File: src/qtg_pkg.sv
// ----------------------------------------------------------------------------
// qtg_pkg
// Shared types and constants of the quadrature tone generator: CORDIC
// datapath widths, the arctangent table, the stage record and register codes.
// ----------------------------------------------------------------------------
`default_nettype none

package qtg_pkg;

  // datapath widths of the rotation chain
  localparam int XW = 34;
  localparam int ZW = 33;
  localparam int ANGLE_W = 32;
  localparam int OUT_W = 16;
  localparam int TABLE_LEN = 24;

  // CORDIC gain 0.60725293500888 in Q30
  localparam logic [29:0] GAIN_Q30 = 30'd652032874;

  // configuration port
  localparam int CFG_IDX_W = 1;
  localparam int CFG_DATA_W = 32;
  localparam int STEP_W = 32;
  localparam int AMP_W = 15;
  localparam logic [CFG_IDX_W-1:0] REG_PHASE_STEP = 1'b0;
  localparam logic [CFG_IDX_W-1:0] REG_AMPLITUDE = 1'b1;

  // atan(2^-i) with one turn = 2^32
  localparam logic signed [ZW-1:0] ATAN_TURN [TABLE_LEN] = '{
    33'sd536870912, 33'sd316933406, 33'sd167458907, 33'sd85004756,
    33'sd42667331, 33'sd21354465, 33'sd10679838, 33'sd5340245,
    33'sd2670163, 33'sd1335086, 33'sd667544, 33'sd333772,
    33'sd166886, 33'sd83443, 33'sd41721, 33'sd20860,
    33'sd10430, 33'sd5215, 33'sd2607, 33'sd1303,
    33'sd651, 33'sd325, 33'sd162, 33'sd81
  };

  // one sample on its way through the rotation chain
  typedef struct packed {
    logic signed [XW-1:0] x;
    logic signed [XW-1:0] y;
    logic signed [ZW-1:0] z;
    logic [1:0]           quad;
  } qtg_stage_t;

endpackage

`default_nettype wire

File: src/qtg_cell.sv
// ----------------------------------------------------------------------------
// qtg_cell
// One CORDIC micro-rotation stage with its own valid bit; a bubble in this
// stage lets the upstream neighbour move on while downstream is stalled.
// ----------------------------------------------------------------------------
`default_nettype none

module qtg_cell #(
  parameter int IDX = 0
) (
  input  wire logic                 clk,
  input  wire logic                 rst_n,
  input  wire logic                 up_valid,
  output logic                      up_ready,
  input  wire qtg_pkg::qtg_stage_t  up_data,
  output logic                      dn_valid,
  input  wire logic                 dn_ready,
  output qtg_pkg::qtg_stage_t       dn_data
);
  import qtg_pkg::*;

  logic                  valid_r;
  qtg_stage_t            data_r;
  qtg_stage_t            data_nxt;
  logic signed [XW-1:0]  dx;
  logic signed [XW-1:0]  dy;

  assign up_ready = !valid_r || dn_ready;

  // rotate towards zero residual angle, floor shifts
  assign dx = up_data.y >>> IDX;
  assign dy = up_data.x >>> IDX;

  always_comb begin
    data_nxt = up_data;
    if (!up_data.z[ZW-1]) begin
      data_nxt.x = up_data.x - dx;
      data_nxt.y = up_data.y + dy;
      data_nxt.z = up_data.z - ATAN_TURN[IDX];
    end else begin
      data_nxt.x = up_data.x + dx;
      data_nxt.y = up_data.y - dy;
      data_nxt.z = up_data.z + ATAN_TURN[IDX];
    end
  end

  always_ff @(posedge clk) begin
    if (!rst_n) begin
      valid_r <= 1'b0;
    end else if (up_ready) begin
      valid_r <= up_valid;
    end
  end

  always_ff @(posedge clk) begin
    if (up_ready && up_valid) begin
      data_r <= data_nxt;
    end
  end

  assign dn_valid = valid_r;
  assign dn_data  = data_r;

endmodule

`default_nettype wire

File: config.mk
export PLATFORM = sky130hd
export DESIGN_NAME = qtg_cell
export DESIGN_NICKNAME = d
export VERILOG_FILES = /design/src/qtg_pkg.sv /design/src/qtg_cell.sv
export SDC_FILE = /design/constraint.sdc
export NUM_CORES = 1
export LEC_CHECK = 0
export ABC_AREA = 1
export BUFFER_PORTS_ARGS = -buffer_cell sky130_fd_sc_hd__buf_2
export CORE_ASPECT_RATIO = 1.2
export CORE_MARGIN = 2
export CORE_UTILIZATION = 49
export CTS_CLUSTER_DIAMETER = 60
export DETAILED_ROUTE_END_ITERATION = 7
export GPL_TIMING_DRIVEN = 0
export PLACE_DENSITY = 0.81
export SETUP_SLACK_MARGIN = 0.05
export SLEW_MARGIN = 10
export SYNTH_ARGS = -nofsm -noshare
export SYNTH_HDL_FRONTEND = slang
export SYNTH_SLANG_ARGS = --single-unit
File: constraint.sdc
create_clock -name clk -period 7.45 [get_ports clk]
set_input_delay 0.745 -clock clk [delete_from_list [all_inputs] [get_ports clk]]
set_output_delay 0.745 -clock clk [all_outputs]
set_load 0.005 [all_outputs]
==> flow_metrics.py <==
metrics = {
    "sta": {
        "fin_tns_setup_ps": 0,
        "timing.fmax_mhz": 347,
        "rsz0062_at_grt": "false",
        "fin_crit_sh_pct": 38.7,
        "drv_slew": 0,
        "tightest_slew_ps": 1010,
        "holdWs_ps": 551,
        "relSlewSlack_pct": 32.5,
        "fin_ws_ps": 4570,
        "finalClockSkew_ps": 24.3,
        "setup_violations": 0,
        "fin_crit_ps": 2880,
        "finalHoldViolCount": 0,
    },
    "run": {
        "max_cap_viol_count": 0,
    },
    "finish": {
        "area_growth_pct": 17.2,
        "final_util_pct": 58.6,
        "fin_nets": 1954,
        "drive_gt1_share_pct": 18.4,
        "fill_cells": 2033,
        "diodes": 0,
    },
    "critical_path": {
        "arrival_ps": 2950,
        "path_class": "input pin to register",
        "crit_top_cell": "nand2_1",
        "crit_path_max_fanout": 5,
        "slowest_stage": "fa_1",
        "path_buf_inv": 2,
        "cp-end-kind": "register",
        "worstPathCellList": "buf_2, ha_1, fa_1, nand2_1, nor2_2, nor2_4, inv_2, nand2_1, nand2_2, nand2_1, nand2_1, nand2_1, nand3_1, nand3_1, nand2_1",
        "worstPathRequired_ps": 7520,
        "cpPeakStageDelay_ps": 530,
        "worstSetupPathDepth": 15,
        "crit_family": "simple AND/OR/NAND/NOR gates",
        "reg2reg_depth": 3,
        "critPathLaunchType": "input pin",
    },
    "route": {
        "drtIter0Drc": 1066,
        "vias": 11400,
        "routed_wl_um": 38900,
        "wl_per_cell_um": 19.3,
        "via_per_inst": 5.67,
        "drtPass1Iterations": 5,
        "ant_nets": 0,
        "drc": 0,
    },
    "yosys": {
        "yosysWarnings": 0,
        "ys_top_cells_by_area": "edfxtp_1 29%, nand2_1 15%, ha_1 12%",
        "synth_top_area_cell": "edfxtp_1",
        "ys_ff_latch": 103,
        "synth.top_cell.area_share_pct": 29.2,
        "syn-cell-area_um2": 10500,
        "netlist_instances": 1517,
        "syn_avg_cell_area_um2": 6.91,
        "syn-num-nets": 1729,
        "synth-seq-area-share_pct": 29.4,
        "yosysUniqueCellTypes": 47,
    },
    "placed_design": {
        "globalplace.congestion": 1.03,
        "dp_slack_ps": 4240,
        "io_buffers": 210,
        "hpwl_um": 32100,
    },
    "worst_hold_path": {
        "hold_path.class": "input pin to register",
        "hold_depth": 1,
    },
    "clock_network": {
        "cts_hold_buf": 0,
        "clk_latency_ps": 380,
        "clockBufferDepth": 2,
        "tritoncts": "done",
        "cts_resized": 0,
        "postCtsSetupRepairBufs": 0,
        "cts_sinks": 103,
        "clk_pin_slew_ps": 80,
        "htree_levels": 3,
        "numCtsBuffers": 9,
        "clockRootBuffer": "clkbuf_16",
    },
    "global_routing": {
        "grt_antenna_before_repair": 1,
        "gr-total-overflow": 0,
        "grt_pass1_vias": 10900,
        "track_usage_pct": 34.2,
        "grt_pass1_wl_um": 58000,
        "grt_max_degree": 30,
    },
    "floorplan": {
        "rows": 58,
        "die_y_um": 164,
        "io_pins": 212,
        "core_area_um2": 21000,
        "start_util_pct": 50.0,
        "die_area_um2": 22600,
        "die_w_um": 138,
    },
    "outcome": {
        "status": "finished clean",
    },
    "power_and_ir_drop": {
        "powerDensity_nw_per_um2": 166,
        "worst_ir_drop_vdd_uv": 115,
        "p_leak_uw": 0.00621,
    },
}
==> metal layers <==
| layer | part of all wire (%) | wire [um] | vias up | track usage, % |
|---|---|---|---|---|
| li1 | - | - | 5408 | - |
| met5 | 0 | 0 | - | 0 |
| met2 | 47 | 18500 | 670 | 59.0 |
| met3 | 8.7 | 3380 | 149 | 5.56 |
| met4 | 6.4 | 2500 | 0 | 20.2 |
| met1 | 37 | 14500 | 5205 | 39.5 |
==> worst paths after layout <==
check	start	slack (ps)	endpoint
setup / recovery	up_data[35]	4570	dn_data[95]
hold / removal	up_data[18]	550	dn_data[18]
setup reg to reg	dn_valid	5990	dn_data[64]
hold reg to reg	dn_valid	580	dn_valid
==> logic make-up (layout without fill, tap and decap cells) <==
logic type                 Yosys count  in the layout  share of synthesized area [%]
DFF                                103            103                           29.4
and+or+nand+nor                    748            748                           30.3
adders and majority gates          105            105                           12.8
AOI/OAI and AO/OA                  274            274                           14.4
muxes                                2              2                          0.191
buffers and inverters              257            487                           10.5
xor gates and xnor gates            28             28                           2.34
==> sequential cells by signal, summed over array words and instances, names as in the netlist <==
signal / flops
dn_data: 102
dn_valid: 1
==> synth_stat cells (all sizes together) <==
| cell type | instances |
|---|---|
| a21boi | 3 |
| nand3b | 1 |
| o211ai | 5 |
| and2 | 1 |
| clkbuf | 7 |
| o22ai | 4 |
| a31oi | 3 |
| nor2 | 152 |
| nand4 | 12 |
| xor2 | 26 |
| buf | 39 |
| nand2 | 416 |
| fa | 4 |
| nor4 | 2 |
| mux2i | 2 |
| or2 | 6 |
| a211oi | 1 |
| xnor2 | 2 |
| edfxtp | 102 |
| ha | 101 |
| inv | 211 |
| o21a | 4 |
| o31ai | 4 |
| o21bai | 8 |
| nor3 | 19 |
| o21ai | 99 |
| nand3 | 139 |
| dfxtp | 1 |
| a21o | 9 |
| a21oi | 134 |
==> power by group <==
group	internal [uW]	switching [uW]	leakage, uW
registers	714	13.4	0.000999
clock network	242	267	0.000150
logic	267	538	0.00506
total	1220	819	0.00621
==> cells in the final DEF, fill, tap and decap left out, types with 3 or more instances in the layout <==
cell	Yosys	final
o21ai_2	5	5
clkinv_4	0	3
nor2_4	3	3
inv_2	4	4
edfxtp_1	102	102
a21oi_2	7	7
xor2_1	26	26
a21o_1	9	9
nand4_1	11	11
o21a_1	4	4
inv_1	206	206
buf_2	13	223
nor3_2	4	4
o211ai_1	5	5
o21ai_0	80	80
clkbuf_1	7	7
buf_4	18	18
buf_6	7	7
nor2_1	140	140
nand2_2	11	11
a31oi_1	3	3
ha_1	101	101
o21ai_1	14	14
clkbuf_16	0	9
a21oi_1	127	126
nand2_1	405	405
o22ai_1	4	4
fa_1	4	4
or2_2	4	4
o21bai_1	8	8
o31ai_1	4	4
nand3_1	137	137
nor3_1	15	15
nor2_2	9	9
==> final cells by class <==
cell class                      count  area (um^2)  area share, %
Clock inverter                      7         86.3          0.703
Timing Repair Buffer              214         1150           9.33
Multi-Input combinational cell   1157         6310           51.3
Tap cell                          270          338           2.75
Clock buffer                        9          225           1.83
Sequential cell                   103         3080           25.1
Buffer                             46          309           2.51
Inverter                          211          795           6.47
==> worst register-to-register path, delay by kind of cell, from the launching register on <==
kind	cells	cell delay [ps]
DFF	1	350
AOI/OAI and AO/OA	1	340
buffers and inverters	2	470
==> metrics by stage <==
| step | instances | power (uW) | cell area, um^2 |
|---|---|---|---|
| 2_1_floorplan | 1517 | 1230 | 10500 |
| 3_3_place_gp | 1997 | 1500 | 11900 |
| 3_5_place_dp | 2001 | 1520 | 12000 |
| 4_1_cts | 2017 | 2020 | 12300 |
| 5_1_grt | 2017 | 2140 | 12300 |
| 6_report | 2017 | 2040 | 12300 |
No activity file was read; power rests on OpenSTA's default activity.
