### src/qtg_pkg.sv
// ----------------------------------------------------------------------------
// qtg_pkg
// Shared types and constants of the quadrature tone generator: CORDIC
// datapath widths, the arctangent table, the stage record and register codes.
// ----------------------------------------------------------------------------
`default_nettype none

package qtg_pkg;

  // datapath widths of the rotation chain
  localparam int XW = 34;
  localparam int ZW = 33;
  localparam int ANGLE_W = 32;
  localparam int OUT_W = 16;
  localparam int TABLE_LEN = 24;

  // CORDIC gain 0.60725293500888 in Q30
  localparam logic [29:0] GAIN_Q30 = 30'd652032874;

  // configuration port
  localparam int CFG_IDX_W = 1;
  localparam int CFG_DATA_W = 32;
  localparam int STEP_W = 32;
  localparam int AMP_W = 15;
  localparam logic [CFG_IDX_W-1:0] REG_PHASE_STEP = 1'b0;
  localparam logic [CFG_IDX_W-1:0] REG_AMPLITUDE = 1'b1;

  // atan(2^-i) with one turn = 2^32
  localparam logic signed [ZW-1:0] ATAN_TURN [TABLE_LEN] = '{
    33'sd536870912, 33'sd316933406, 33'sd167458907, 33'sd85004756,
    33'sd42667331, 33'sd21354465, 33'sd10679838, 33'sd5340245,
    33'sd2670163, 33'sd1335086, 33'sd667544, 33'sd333772,
    33'sd166886, 33'sd83443, 33'sd41721, 33'sd20860,
    33'sd10430, 33'sd5215, 33'sd2607, 33'sd1303,
    33'sd651, 33'sd325, 33'sd162, 33'sd81
  };

  // one sample on its way through the rotation chain
  typedef struct packed {
    logic signed [XW-1:0] x;
    logic signed [XW-1:0] y;
    logic signed [ZW-1:0] z;
    logic [1:0]           quad;
  } qtg_stage_t;

endpackage

`default_nettype wire

### src/qtg_front.sv
// ----------------------------------------------------------------------------
// qtg_front
// Configuration registers, phase accumulator and quadrant reduction. Feeds
// the first record of the rotation chain with the scaled start vector.
// ----------------------------------------------------------------------------
`default_nettype none

module qtg_front #(
  parameter int PHASE_BITS = 32
) (
  input  wire logic                              clk,
  input  wire logic                              rst_n,
  input  wire logic                              cfg_we,
  input  wire logic [qtg_pkg::CFG_IDX_W-1:0]     cfg_index,
  input  wire logic [qtg_pkg::CFG_DATA_W-1:0]    cfg_wdata,
  input  wire logic                              in_valid,
  input  wire logic                              in_restart,
  output logic                                   in_ready,
  output logic                                   dn_valid,
  input  wire logic                              dn_ready,
  output qtg_pkg::qtg_stage_t                    dn_data
);
  import qtg_pkg::*;

  logic [STEP_W-1:0]         step_r;
  logic [AMP_W-1:0]          amp_r;
  logic [PHASE_BITS-1:0]     phase_acc_r;
  logic                      valid_r;
  qtg_stage_t                data_r;

  logic                      accept;
  logic [PHASE_BITS-1:0]     phase_cur;
  logic [PHASE_BITS-1:0]     step_ext;
  logic [63:0]               step_wide;
  logic [PHASE_BITS+31:0]    phase_wide;
  logic [ANGLE_W-1:0]        angle;
  logic [ANGLE_W-1:0]        angle_rnd;
  logic [1:0]                quad;
  logic [ANGLE_W-1:0]        resid;
  logic [44:0]               amp_prod;
  qtg_stage_t                data_nxt;

  // configuration writes
  always_ff @(posedge clk) begin
    if (!rst_n) begin
      step_r <= '0;
      amp_r  <= '0;
    end else if (cfg_we) begin
      unique case (cfg_index)
        REG_PHASE_STEP: step_r <= cfg_wdata[STEP_W-1:0];
        REG_AMPLITUDE:  amp_r  <= cfg_wdata[AMP_W-1:0];
        default: ;
      endcase
    end
  end

  assign in_ready = !valid_r || dn_ready;
  assign accept   = in_valid && in_ready;

  // phase of this sample and the step fitted to the accumulator width
  assign phase_cur  = in_restart ? '0 : phase_acc_r;
  assign step_wide  = {32'd0, step_r};
  assign step_ext   = step_wide[PHASE_BITS-1:0];

  // top 32 bits of the phase, zero padded below a narrow phase
  assign phase_wide = {phase_cur, 32'd0};
  assign angle      = phase_wide[PHASE_BITS+31 -: ANGLE_W];

  // nearest quadrant and signed residual angle
  assign angle_rnd  = angle + 32'h2000_0000;
  assign quad       = angle_rnd[31:30];
  assign resid      = angle - {quad, 30'd0};

  // start vector: amplitude times CORDIC gain, Q16
  assign amp_prod   = 45'(amp_r) * 45'(GAIN_Q30);

  always_comb begin
    data_nxt.x    = signed'({{(XW-31){1'b0}}, amp_prod[44:14]});
    data_nxt.y    = '0;
    data_nxt.z    = signed'({{(ZW-ANGLE_W){resid[ANGLE_W-1]}}, resid});
    data_nxt.quad = quad;
  end

  // phase accumulator advances once per transaction
  always_ff @(posedge clk) begin
    if (!rst_n) begin
      phase_acc_r <= '0;
      valid_r     <= 1'b0;
    end else begin
      if (accept) begin
        phase_acc_r <= phase_cur + step_ext;
      end
      if (in_ready) begin
        valid_r <= in_valid;
      end
    end
  end

  always_ff @(posedge clk) begin
    if (accept) begin
      data_r <= data_nxt;
    end
  end

  assign dn_valid = valid_r;
  assign dn_data  = data_r;

endmodule

`default_nettype wire

### config.mk
export PLATFORM = sky130hd
export DESIGN_NAME = qtg_front
export DESIGN_NICKNAME = d
export VERILOG_FILES = /design/src/qtg_pkg.sv /design/src/qtg_front.sv
export SDC_FILE = /design/constraint.sdc
export NUM_CORES = 1
export LEC_CHECK = 0
export BUFFER_PORTS_ARGS = -buffer_cell sky130_fd_sc_hd__buf_4
export CORE_MARGIN = 2
export CORE_UTILIZATION = 30
export DETAILED_ROUTE_END_ITERATION = 8
export SYNTH_ARGS = -nofsm -noshare
export SYNTH_HDL_FRONTEND = slang
export SYNTH_SLANG_ARGS = --single-unit
### constraint.sdc
create_clock -name clk -period 5.49 [get_ports clk]
set_input_delay 0.549 -clock clk [delete_from_list [all_inputs] [get_ports clk]]
set_output_delay 0.549 -clock clk [all_outputs]
set_load 0.1 [all_outputs]
==> impl_metrics.csv <==
group,metric,value,unit
status,outcome,"finished, violations left",
status,violations,"negative setup slack",
critical_path,critPathKind,"flop to flop",
floorplanning,die_area,47700,um2
cts,cts_hold_buffers,0,
critical_path,worstPathCellList,"buf_12, fa_2, fa_1, inv_2, fa_2, inv_2, fa_2, fa_1, inv_1, fa_1, inv_1, ha_2, a21oi_2, o21ai_2, a211o_1, a221oi_2, nand4_1, a31oi_4, o31ai_4, buf_4, xor2_1",
critical_path,worstPathRequired,5.70,ns
detailed_routing,ant_nets,0,
cells_and_area,nNetsFinal,2074,
critical_path,worstSetupEndpointType,"flop",
logic_synthesis,synth-seq-cells,143,
timing,clock.fmax,174,MHz
critical_path,crit_fanout,3,
timing,timing.final.crit_period,5.75,ns
global_routing,grt-ovfl-total,0,
logic_synthesis,synth-xor-area-share,0.0406,
logic_synthesis,synth_edf_count,63,
detailed_routing,drt-initial-drc-count,612,
global_routing,grt_pass1_vias,10856,
global_routing,grt_pass1_wl,60900,um
critical_path,critPathLaunchType,"flop",
placed_design,port_buffers,106,
global_routing,grt_util_all_layers,0.167,
global_routing,grt_max_degree,64,
logic_synthesis,synth.cells.most_frequent,"inv_1, ha_1, nand2_1, fa_1, a21oi_1",
cells_and_area,final_cells,2311,
timing,rsz0062_at_grt,"yes",
timing,hold_ws,0.335,ns
timing,setup_viol_count_final,16,
pwr,p_leak,8.62,nW
logic_synthesis,yosys.area_share.simple,0.103,
cts,clkTransAtPathRegs,0.07,ns
placed_design,numPlacedInstances,2259,
floorplanning,dieWidth,218,um
floorplanning,die_height,218,um
logic_synthesis,async_reset_ff_frac,0,
timing,clock-skew-final,0.0174,ns
cts,ctsHtreeMaxLevel,4,
logic_synthesis,synth_top_area_frac,0.229,
cells_and_area,syn2layout_area_growth,29.2,%
logic_synthesis,synth_mux_area_frac,0.000726,
detailed_routing,drt-pass1-iter-count,5,
cells_and_area,stdcell_area,17800,um2
cells_and_area,fillers,4515,
global_routing,antenna_found_initial,1,
floorplanning,initial_core_util,0.304,
logic_synthesis,synth_top_family_by_area,"adder cells",
pwr,ir_worst_vdd,0.373,mV
critical_path,max_stage_delay,0.57,ns
cts,clock_latency,0.46,ns
floorplanning,rows,78,
cts,cts_tree,"built",
placed_design,placed_area,16400,um2
cts,cts_made_buffers,17,
logic_synthesis,synth-compound-area-share,0.113,
timing,finalHoldViolations,0,
cells_and_area,final-seq-area,3540,um2
detailed_routing,drt-total-wl,38900,um
critical_path,path_buf_inv,6,
cts,cts.path.max_buffers,2,
timing,maxSlewHeadroom,0.522,
timing,drv_slew,0,
cts,cts_root_buf,"clkbuf_16",
logic_synthesis,netlist_area,13800,um2
detailed_routing,wl_per_cell,16.8,um
worst_hold_path,hold_path.class,"primary input to flop",
detailed_routing,routed_via_density,4.61,
cts,cts.sinks,143,
placed_design,gp_congestion,0.943,
critical_path,cp_slowest_cell,"fa_2",
timing,worst_pin_slew,0.717,ns
timing,finalCritPeriodShare,1.05,
logic_synthesis,synth_fa_ha_area_frac,0.393,
timing,setup_slack,-0.260,ns
cells_and_area,layout-drive-gt1-share,0.271,
logic_synthesis,synth_cell_types,63,
cells_and_area,final_util,0.393,
logic_synthesis,syn-mean-instance-area,9.70,um2
critical_path,crit_family,"adder cells",
critical_path,worstPathArrival,5.96,ns
logic_synthesis,yosysMostFrequentCell,"inv_1",
run,drv_cap,0,
logic_synthesis,synth_cells,1422,
detailed_routing,vias,10646,
floorplanning,core,45400,um2
pwr,total_power,0.00612,W
logic_synthesis,seq_area_frac_synth,0.253,
logic_synthesis,yosysWarnings,0,
detailed_routing,drcViolationCount,0,
pwr,p_per_area,344,nW/um2
cells_and_area,multiInputGateArea,9780,um2
floorplanning,ios,144,
logic_synthesis,yosys_most_used_dff,"dfxtp_1",
logic_synthesis,synthTopCellsByArea,"fa_1, ha_1, edfxtp_1",
logic_synthesis,synth_top_area_cell,"fa_1",
placed_design,dp_hpwl,31500,um
==> worst register-to-register path, cell delays in order (launching register included) <==
cell      delay [ns]
dfxtp_4         0.36
buf_12          0.13
fa_2            0.49
fa_1            0.53
inv_2           0.04
fa_2            0.57
inv_2           0.04
fa_2            0.33
fa_1            0.49
inv_1           0.05
fa_1            0.49
inv_1           0.04
ha_2            0.17
a21oi_2         0.19
o21ai_2         0.08
a211o_1         0.28
a221oi_2        0.26
nand4_1         0.26
a31oi_4         0.30
o31ai_4         0.10
buf_4           0.15
xor2_1          0.13
==> per-stage QoR <==
step,setup WS [ns],setup TNS (ns)
3_5_place_dp,-0.468,-5.04
2_1_floorplan,0.00128,0
6_report,-0.260,-1.84
4_1_cts,-0.225,-1.55
5_1_grt,-0.463,-5.01
3_3_place_gp,-0.401,-4.05
==> sequential cells by signal (all words and copies together) (netlist names) <==
name	flops
dn_data	63
phase_acc_r	32
step_ext	32
amp_r	15
dn_valid	1
==> cell type report <==
class / count / share of cell area
well taps: 600 / 0.0421
diodes: 1 / 0.000140
clock inverters: 8 / 0.00379
clock buffers: 24 / 0.0289
inverters: 235 / 0.0498
repair buffers: 297 / 0.128
multi-input cells: 1003 / 0.549
flip-flops and latches: 143 / 0.199
==> cell usage in the layout, fill, tap and decap left out, drive strengths merged, types with 3 or more instances in the layout <==
| cell | Yosys | final |
|---|---|---|
| buf | 46 | 297 |
| inv | 235 | 239 |
| ha | 180 | 180 |
| nand2 | 168 | 168 |
| fa | 158 | 158 |
| a21oi | 129 | 129 |
| dfxtp | 80 | 80 |
| edfxtp | 63 | 63 |
| xnor2 | 39 | 39 |
| conb | 1 | 37 |
| nor2b | 37 | 37 |
| o21ai | 36 | 36 |
| nor2 | 30 | 30 |
| a21o | 25 | 25 |
| xor2 | 25 | 25 |
| clkbuf | 31 | 24 |
| nand3 | 20 | 20 |
| nand4 | 13 | 13 |
| nand2b | 12 | 12 |
| o21bai | 10 | 10 |
| nor3 | 8 | 8 |
| a31oi | 7 | 7 |
| a211oi | 5 | 5 |
| o21a | 5 | 5 |
| o211ai | 5 | 5 |
| or3 | 4 | 4 |
| clkinv | 0 | 4 |
| a221oi | 4 | 4 |
| or2 | 3 | 3 |
| and2 | 3 | 3 |
| a31o | 3 | 3 |
| nor4 | 3 | 3 |
==> per-layer routing <==
layer	GRT usage	part of all wire	vias to the layer above
met4	0.0385	0.013	0
met5	0	0	-
li1	-	-	5155
met3	0.0267	0.043	27
met2	0.280	0.49	228
met1	0.225	0.46	5236
==> cell families after synthesis <==
kind of cell             after synthesis
flip-flops                           143
buffers and inverters                312
multiplexers                           1
adder cells (fa/ha/maj)              338
AND/OR/NAND/NOR                      310
XOR/XNOR                              64
AO/OA/AOI/OAI                        253
other                                  1
==> path summary, 6_finish.rpt <==
path | start | to | slack, ns | cells past startpoint
max | amp_r[7]$_SDFFE_PN0P_ | dn_data[98]$_DFFE_PP_ | -0.26 | 21
min | cfg_wdata[31] | step_ext[31]$_SDFFE_PN0P_ | 0.34 | 3
max reg2reg | amp_r[7]$_SDFFE_PN0P_ | dn_data[98]$_DFFE_PP_ | -0.26 | 21
min reg2reg | phase_acc_r[8]$_SDFFE_PN0P_ | phase_acc_r[8]$_SDFFE_PN0P_ | 0.44 | 2
==> power by group <==
part / internal, W / total [W] / switching (W)
clock network: 0.000663 / 0.00117 / 0.000502
registers: 0.00130 / 0.00135 / 0.0000533
logic: 0.00136 / 0.00360 / 0.00224
==> repair_timing <==
item | 4_1_cts | 5_1_grt
gates resized for setup | 95 | 51
setup buffers | 14 | 8
gates cloned | 0 | 0
pin swaps | 80 | 43
endpoints found under the setup margin | 24 | 23
(Power assumes the default switching activity.)
