## src/qtg_pkg.sv

```systemverilog
// ----------------------------------------------------------------------------
// qtg_pkg
// Shared types and constants of the quadrature tone generator: CORDIC
// datapath widths, the arctangent table, the stage record and register codes.
// ----------------------------------------------------------------------------
`default_nettype none

package qtg_pkg;

  // datapath widths of the rotation chain
  localparam int XW = 34;
  localparam int ZW = 33;
  localparam int ANGLE_W = 32;
  localparam int OUT_W = 16;
  localparam int TABLE_LEN = 24;

  // CORDIC gain 0.60725293500888 in Q30
  localparam logic [29:0] GAIN_Q30 = 30'd652032874;

  // configuration port
  localparam int CFG_IDX_W = 1;
  localparam int CFG_DATA_W = 32;
  localparam int STEP_W = 32;
  localparam int AMP_W = 15;
  localparam logic [CFG_IDX_W-1:0] REG_PHASE_STEP = 1'b0;
  localparam logic [CFG_IDX_W-1:0] REG_AMPLITUDE = 1'b1;

  // atan(2^-i) with one turn = 2^32
  localparam logic signed [ZW-1:0] ATAN_TURN [TABLE_LEN] = '{
    33'sd536870912, 33'sd316933406, 33'sd167458907, 33'sd85004756,
    33'sd42667331, 33'sd21354465, 33'sd10679838, 33'sd5340245,
    33'sd2670163, 33'sd1335086, 33'sd667544, 33'sd333772,
    33'sd166886, 33'sd83443, 33'sd41721, 33'sd20860,
    33'sd10430, 33'sd5215, 33'sd2607, 33'sd1303,
    33'sd651, 33'sd325, 33'sd162, 33'sd81
  };

  // one sample on its way through the rotation chain
  typedef struct packed {
    logic signed [XW-1:0] x;
    logic signed [XW-1:0] y;
    logic signed [ZW-1:0] z;
    logic [1:0]           quad;
  } qtg_stage_t;

endpackage

`default_nettype wire

```

## src/qtg_out.sv

```systemverilog
// ----------------------------------------------------------------------------
// qtg_out
// Quadrant unfolding, truncation toward zero, saturation and the output
// register of the sample channel.
// ----------------------------------------------------------------------------
`default_nettype none

module qtg_out #(
  parameter int SAMPLE_BITS = 16
) (
  input  wire logic                          clk,
  input  wire logic                          rst_n,
  input  wire logic                          up_valid,
  output logic                               up_ready,
  input  wire qtg_pkg::qtg_stage_t           up_data,
  output logic                               out_valid,
  input  wire logic                          out_ready,
  output logic signed [qtg_pkg::OUT_W-1:0]   out_in_phase,
  output logic signed [qtg_pkg::OUT_W-1:0]   out_quadrature
);
  import qtg_pkg::*;

  localparam int RW = XW - 15;
  localparam logic signed [RW-1:0] SAT_HI = RW'((64'sd1 <<< (SAMPLE_BITS - 1)) - 64'sd1);
  localparam logic signed [RW-1:0] SAT_LO = -SAT_HI - RW'(1);

  logic                     valid_r;
  logic signed [OUT_W-1:0]  i_r;
  logic signed [OUT_W-1:0]  q_r;
  logic signed [XW-1:0]     cos_v;
  logic signed [XW-1:0]     sin_v;
  logic signed [OUT_W-1:0]  i_nxt;
  logic signed [OUT_W-1:0]  q_nxt;

  // truncate a Q16 value toward zero and clamp to the sample range
  function automatic logic signed [OUT_W-1:0] trunc_sat(input logic signed [XW-1:0] v);
    logic signed [XW:0]   adj;
    logic signed [RW-1:0] r;
    adj = {v[XW-1], v} + (v[XW-1] ? (XW+1)'(17'h0FFFF) : '0);
    r   = RW'(adj >>> 16);
    if (r > SAT_HI) begin
      r = SAT_HI;
    end else if (r < SAT_LO) begin
      r = SAT_LO;
    end
    return r[OUT_W-1:0];
  endfunction

  // unfold the quadrant
  always_comb begin
    unique case (up_data.quad)
      2'd0: begin
        cos_v = up_data.x;
        sin_v = up_data.y;
      end
      2'd1: begin
        cos_v = -up_data.y;
        sin_v = up_data.x;
      end
      2'd2: begin
        cos_v = -up_data.x;
        sin_v = -up_data.y;
      end
      default: begin
        cos_v = up_data.y;
        sin_v = -up_data.x;
      end
    endcase
  end

  assign i_nxt    = trunc_sat(cos_v);
  assign q_nxt    = trunc_sat(sin_v);
  assign up_ready = !valid_r || out_ready;

  // output register
  always_ff @(posedge clk) begin
    if (!rst_n) begin
      valid_r <= 1'b0;
    end else if (up_ready) begin
      valid_r <= up_valid;
    end
  end

  always_ff @(posedge clk) begin
    if (up_ready && up_valid) begin
      i_r <= i_nxt;
      q_r <= q_nxt;
    end
  end

  assign out_valid      = valid_r;
  assign out_in_phase   = i_r;
  assign out_quadrature = q_r;

endmodule

`default_nettype wire
```

## config.mk

```make
export PLATFORM = sky130hd
export DESIGN_NAME = qtg_out
export DESIGN_NICKNAME = d
export VERILOG_FILES = /design/src/qtg_pkg.sv /design/src/qtg_out.sv
export SDC_FILE = /design/constraint.sdc
export NUM_CORES = 1
export LEC_CHECK = 0
export ABC_AREA = 1
export BUFFER_PORTS_ARGS = -buffer_cell sky130_fd_sc_hd__buf_2
export CORE_ASPECT_RATIO = 0.5
export CORE_MARGIN = 3
export CORE_UTILIZATION = 34
export DETAILED_ROUTE_END_ITERATION = 8
export GPL_TIMING_DRIVEN = 1
export PLACE_DENSITY = 0.56
export SETUP_SLACK_MARGIN = 0.4
export SYNTH_ARGS = -nofsm -noshare
export SYNTH_HDL_FRONTEND = slang
export SYNTH_SLANG_ARGS = --single-unit
```

## constraint.sdc

```tcl
create_clock -name clk -period 6.1 [get_ports clk]
set_input_delay 0.61 -clock clk [delete_from_list [all_inputs] [get_ports clk]]
set_output_delay 0.61 -clock clk [all_outputs]
set_load 0.05 [all_outputs]
```

==> results of run 1 <==
[routing by layer]
layer / share of wire, % / vias up / GRT usage [%]
met5: 0 / - / 0
met1: 47 / 3949 / 34.5
met2: 42 / 360 / 38.0
met3: 8.8 / 41 / 3.39
li1: - / 4272 / -
met4: 2.4 / 0 / 7.30
[worst max-delay path, cell delays in order]
cell and delay [ns]:
buf_2 0.61, inv_2 0.12, buf_4 0.28, o21ai_0 0.10, o21ai_0 0.10, nand2_1 0.09, nand2_2 0.13, inv_1 0.44
ha_1 0.34, a21oi_1 0.18, o21ai_0 0.13, a21oi_1 0.23, nor2_1 0.09, nor2_2 0.13, nand2_4 0.11, nand2_2 0.13
nor2_4 0.05, nand2_1 0.09, xor2_1 0.18, nand3_2 0.12, nand2_4 0.20, nand2_1 0.12
[kinds of logic after synthesis]
group	share of synthesized area [%]
AOI/OAI and AO/OA	15.7
xor gates and xnor gates	5.39
adders and majority gates	5.60
buffers and inverters	10.7
DFF	13.7
and+or+nand+nor	48.9
[per-stage QoR]
stage | cells | hold WS, ns | total power [W]
after floorplan | 1233 | 0.764 | 0.000803
after global placement | 1582 | 0.524 | 0.000989
after detailed placement | 1582 | 0.553 | 0.000996
after CTS | 1589 | 0.558 | 0.00123
after global routing | 1589 | 0.612 | 0.00133
final | 1589 | 0.554 | 0.00123
[sequential cells by signal, summed over array words and instances, names as in the netlist]
register        count
out_valid           1
out_quadrature     16
out_in_phase       16
[how the worst max path moves through the flow]
| stage | start | end | slack (ns) | cells past startpoint |
|---|---|---|---|---|
| floorplan | up_data[1] | out_quadrature[10] | 2.16 | 25 |
| global placement | up_data[0] | out_quadrature[0] | 1.41 | 22 |
| detailed placement | up_data[0] | out_quadrature[0] | 1.32 | 21 |
| CTS | up_data[0] | out_quadrature[0] | 1.60 | 22 |
| global route | up_data[41] | out_in_phase[1] | 1.21 | 26 |
| finish | up_data[0] | out_quadrature[0] | 1.52 | 22 |
[layout make-up]
| cell class | instances | area (sq um) | share of cell area [%] |
|---|---|---|---|
| Multi-Input combinational cell | 1016 | 5410 | 67.4 |
| Sequential cell | 33 | 981 | 12.2 |
| Timing Repair Buffer | 118 | 618 | 7.69 |
| Inverter | 149 | 559 | 6.96 |
| Tap cell | 266 | 333 | 4.14 |
| Clock buffer | 6 | 129 | 1.60 |
| Clock inverter | 1 | 3.75 | 0.0467 |
[power groups by stage]
stage	Combinational (W)	Clock (W)	Sequential, W
finish	0.000710	0.000229	0.000289
global route	0.000790	0.000246	0.000292
CTS	0.000705	0.000233	0.000290
detailed placement	0.000702	0	0.000294
global placement	0.000695	0	0.000294
floorplan	0.000424	0	0.000379
[layout by cell type (no fill, tap or decap), types with 11 or more instances in the layout]
master,n
buf_4,11
buf_2,107
o21ai_0,65
a221oi_1,13
edfxtp_1,32
nor2_1,144
nand3_1,105
ha_1,32
nand2_2,26
a21oi_1,46
inv_2,14
o22ai_1,17
nand4_1,33
inv_1,134
xor2_1,36
nand2_1,361
nor2_2,30
==> run metrics, run 1 <==
post-route setup slack=1.52 ns; VDD IR max=0.0807 mV; Finished Cell Area=8040 sq um; Critical Path AT=4.58 ns; Cell Int Power=0.000642 W; Worst R2R End=out_in_phase[5]; Vias=8622; fraction of registers with async set/reset=0%; ANT nets after route=0; dpl ws=1.32 ns; Post-synth EDFFs=32; Root Buffer=clkbuf_16; Synth Flop Type=edfxtp_1; Die H=109 um; post-synthesis average cell area=5.80 sq um; nature of the critical path endpoint=register; Hold Vio Cnt, Final=0; Residual DRC=0; DR pass1 iterations=5; fmax=218 MHz; initial antenna violation count=0; outcome=finished, final reports clean; total gr overflow=0; Setup TNS=0 ns; register bit total from synthesis=33; crit path launch type=input pin; Synth warnings=0; worst hold stages=2; Slew HR=35.9%; vias in the first global route=7968; clk_skew=0.00645 ns; layout cells sized above 1=17.5%; via/cell ratio=5.43; clk_lat worst skew=0.28 ns; hpwl dp=23200 um; sequential power share=23.6%; Worst-path clk slew=0.05 ns; cell row count=36; Netlist Area Pre-Place=7150 sq um; share of the yosys chip area belonging to registers=13.7%; fillers=2260; Sw Pwr=0.000586 W; clk buf depth=2; largest net degree at the start of global routing=54; hold crit path type=reg -> reg; CTS tree=yes; GRT Total Usage=24.2%; H-tree Lvls=2; R2R setup slack=4.61 ns; post-synth top area cell=nand2_1; worst hold endpoint=out_valid; count leader, synth=nand2_1; Final min period=4.58 ns; Tightest Pin Transition=0.959 ns; Mapped Cells=1233; HP Start=out_valid; part of the power in the clock network=18.6%; Post-Route Utilization=40.1%; Post-synth top cells=nand2_1 (361), nor2_1 (144), inv_1 (134), nand3_1 (105), o21ai_0 (65); Net Sw Frac=47.7%; Routed WL per cell=17.6 um; final period utilization=75.0%; CTS resizes=0; Comb pwr share=57.8%; Max-cap violations=0; Area growth syn-to-layout=12.4%; clock tree sinks=33; RSZ-0062 raised after global routing=no; global-route wire length before repair=43100 um; CTS buffer count=5; Synth Net Count=1372; Ports=141; Crit Path Category=in -> reg; Slew Viols, Final=0; # port buffers=107; PD cells=153 nW/um^2; Post-CTS Setup Bufs=0; CORE AREA=20000 sq um; gpl congestion=0.997; R2R Path Start=out_valid; Post-CTS Hold Buffers=0; die area=22900 sq um; Initial Util=35.7%; Routed Wire Length=28000 um; required time of the critical path=6.11 ns; CP max FO=30; DR iter-0 viols=785; Leak=3.86 nW; Yosys cell types=53; Reg2Reg Depth=1; Chip Width=211 um; Synth top area share=19.0%; endpoints failing setup=0; DP Area=7910 sq um; synth top area cells=nand2_1 (19%), edfxtp_1 (13%), nor2_1 (7.6%), nand3_1 (7.3%), inv_1 (7.0%); nets=1462; ANT cells=0
Note: power is estimated with default switching activity, not from simulation.
==> inputs of run 2 (changes only) <==
Settings changed: ABC_AREA 1 to 0, PLACE_DENSITY 0.56 to 0.59.
Clock period 6.1 ns to 3.8 ns, I/O delays scaled along.
==> run 2 against run 1 <==
The run now ends with negative setup slack left. Highest routed layer unchanged. Global-route usage fell by 1.7 points. Synthesized cell count down 33%. Clock power increased by 66%. Combinational power grew 110%. Cell count is 14% lower. Design area up 18%. Sequential share of layout area fell by 1.9 points. Wire length fell by 13%. Sequential cell count unchanged. Die area down 15%. Area after synthesis is 16% lower. Critical path depth up 1.
==> run metrics, run 2 <==
outcome=finished with violations; failing checks=negative setup slack; commonest cells after routing, fill and taps aside=buf_4 (239), buf_2 (104), nor2_1 (71); ANT cells=0; crit path launch type=input pin; largest net degree at the start of global routing=51; synth top area cells=edfxtp_1 (16%), ha_1 (6.6%), xnor2_1 (5.1%), o21ai_0 (4.9%), nor2_1 (4.6%); Synth Flop Type=edfxtp_1; Tightest Pin Transition=0.629 ns; required time of the critical path=3.83 ns; Synth Net Count=964; total gr overflow=0; DR iter-0 viols=603; Leak=3.93 nW; part of the power in the clock network=16.2%; R2R Path Start=out_valid; slowest cell on the critical path=or4_4; ANT nets after route=0; fraction of registers with async set/reset=0%; Cell Int Power=0.00136 W; Die H=100 um; Post-synth EDFFs=32; Max-cap violations=0; most common cell after layout, fill and taps aside=buf_4; Synth warnings=0; # port buffers=107; Ports=141; hpwl dp=18600 um; CP max FO=5; global-route wire length before repair=36100 um; nets=1279; VDD IR max=0.189 mV; dpl ws=-1.44 ns; Slew HR=57.7%; hold crit path type=in -> reg; cell row count=33; final period utilization=129%; CORE AREA=16900 sq um; Final min period=4.90 ns; GRT Total Usage=22.5%; most frequent cell on the critical path=buf_6; endpoints failing setup=32; Yosys cell types=80; clk_skew=0.00692 ns; CP peak stage delay=0.53 ns; nature of the critical path endpoint=register; Netlist Area Pre-Place=6040 sq um; post-synthesis average cell area=7.32 sq um; Mapped Cells=825; layout cells sized above 1=42.9%; Net Sw Frac=41.8%; gpl congestion=0.925; Synth top area share=15.9%; share of the yosys chip area belonging to registers=16.2%; fmax=204 MHz; worst path buffer plus inverter count=8; via/cell ratio=5.69; CP top delay family=simple AND/OR/NAND/NOR gates; Hold WS=0.369 ns; Residual DRC=0; sequential power share=20.1%; Worst-path clk slew=0.06 ns; Post-synth top cells=nor2_1 (74), nand2_1 (68), o21ai_0 (59), a21oi_1 (50), clkbuf_1 (47); Post-Route Utilization=56.4%; die area=19500 sq um; CTS buffer count=5; Vias=7789; clk buf depth=2; initial antenna violation count=0; vias in the first global route=6931; Root Buffer=clkbuf_16; post-synth top area cell=edfxtp_1; worst path cell trace=buf_8 -> or4_4 -> or4_4 -> nor4b_4 -> buf_4 -> xor2_2 -> a221oi_4 -> buf_6 -> clkbuf_16 -> ha_4 -> nand2_4 -> o41ai_4 -> a31oi_2 -> o41ai_2 -> a21o_1 -> o2111ai_4 -> buf_6 -> buf_6 -> nor3b_4 -> buf_6 -> buf_4 -> xnor2_1 -> o21ai_2; Sw Pwr=0.000976 W; H-tree Lvls=2; Non-Filler Instances=1368; Area growth syn-to-layout=57.7%; Setup TNS=-32.38 ns; Comb pwr share=63.6%; Routed Wire Length=24300 um; Critical Path AT=4.93 ns; RSZ-0062 raised after global routing=yes; register bit total from synthesis=33; fillers=1553; Crit Path Category=in -> reg; HP Start=up_valid; count leader, synth=nor2_1; Slew Viols, Final=0; DR pass1 iterations=5; Chip Width=194 um; Initial Util=35.8%; Setup crit start=up_data[58]; clk_lat worst skew=0.28 ns; CTS tree=yes; Routed WL per cell=17.8 um; Inst Count DP=1328; Hold Vio Cnt, Final=0; Post-CTS Hold Buffers=0; post-route setup slack=-1.10 ns; clock tree sinks=33; PD cells=245 nW/um^2
## run 2: cell types whose count changed after synthesis, sizes merged, moves of 37 or more
cell and delta:
clkbuf +37, nand2 -323, inv -133, nand3 -83, nor2 -113
## run 2: cell families after synthesis
family	Yosys count	share of synthesized area, %
AOI/OAI and AO/OA	264	29.3
xor gates and xnor gates	57	8.27
adders and majority gates	32	6.63
buffers and inverters	79	5.12
DFF	33	16.2
muxes	30	5.41
and+or+nand+nor	330	29.1
## run 2: power groups by stage
stage / combinational, W / clock (W) / sequential (W)
floorplan: 0.000562 / 0 / 0.000624
global placement: 0.00116 / 0 / 0.000478
detailed placement: 0.00119 / 0 / 0.000478
CTS: 0.00125 / 0.000383 / 0.000471
global route: 0.00159 / 0.000397 / 0.000474
finish: 0.00149 / 0.000379 / 0.000470
## run 2: metrics by stage
stage	power, W	instance area (sq um)
6_report	0.00234	9520
5_1_grt	0.00246	9520
4_1_cts	0.00211	8860
3_5_place_dp	0.00167	8440
3_3_place_gp	0.00164	8440
2_1_floorplan	0.00119	6110
## run 2: layer usage
layer / share of wire, % / track usage, % / up-vias
li1: - / - / 3804
met3: 7.1 / 1.88 / 30
met2: 46 / 37.6 / 310
met4: 1.4 / 4.47 / 0
met5: 0 / 0 / -
met1: 46 / 32.1 / 3645
## run 2: worst paths after layout
check | endpoint | slack (ns) | cells after the start
setup / recovery | out_in_phase[4] | -1.10 | 23
hold / removal | out_valid | 0.37 | 3
setup reg to reg | out_in_phase[14] | 2.56 | 3
hold reg to reg | out_valid | 0.53 | 2
## run 2: tightest hold or removal path: cells and delay by family
kind | cells | cell delay (ns)
AO/OA/AOI/OAI | 1 | 0.07
buffers and inverters | 2 | 0.14
## run 2: cell type report
type	count	area, sq um	area share, %
multi-input combinational	714	5390	56.6
timing repair buffer	370	2670	28.0
tap	227	284	2.98
clock buffer	5	125	1.31
clock inverter	3	12.5	0.131
sequential	33	981	10.3
inverter	16	63.8	0.670
## run 2: timing repair
action                     4_1_cts  5_1_grt
cloned                           2        2
buffers inserted                11       17
resized for setup               32      106
setup endpoints to repair       32       32
pin swaps                       23       36
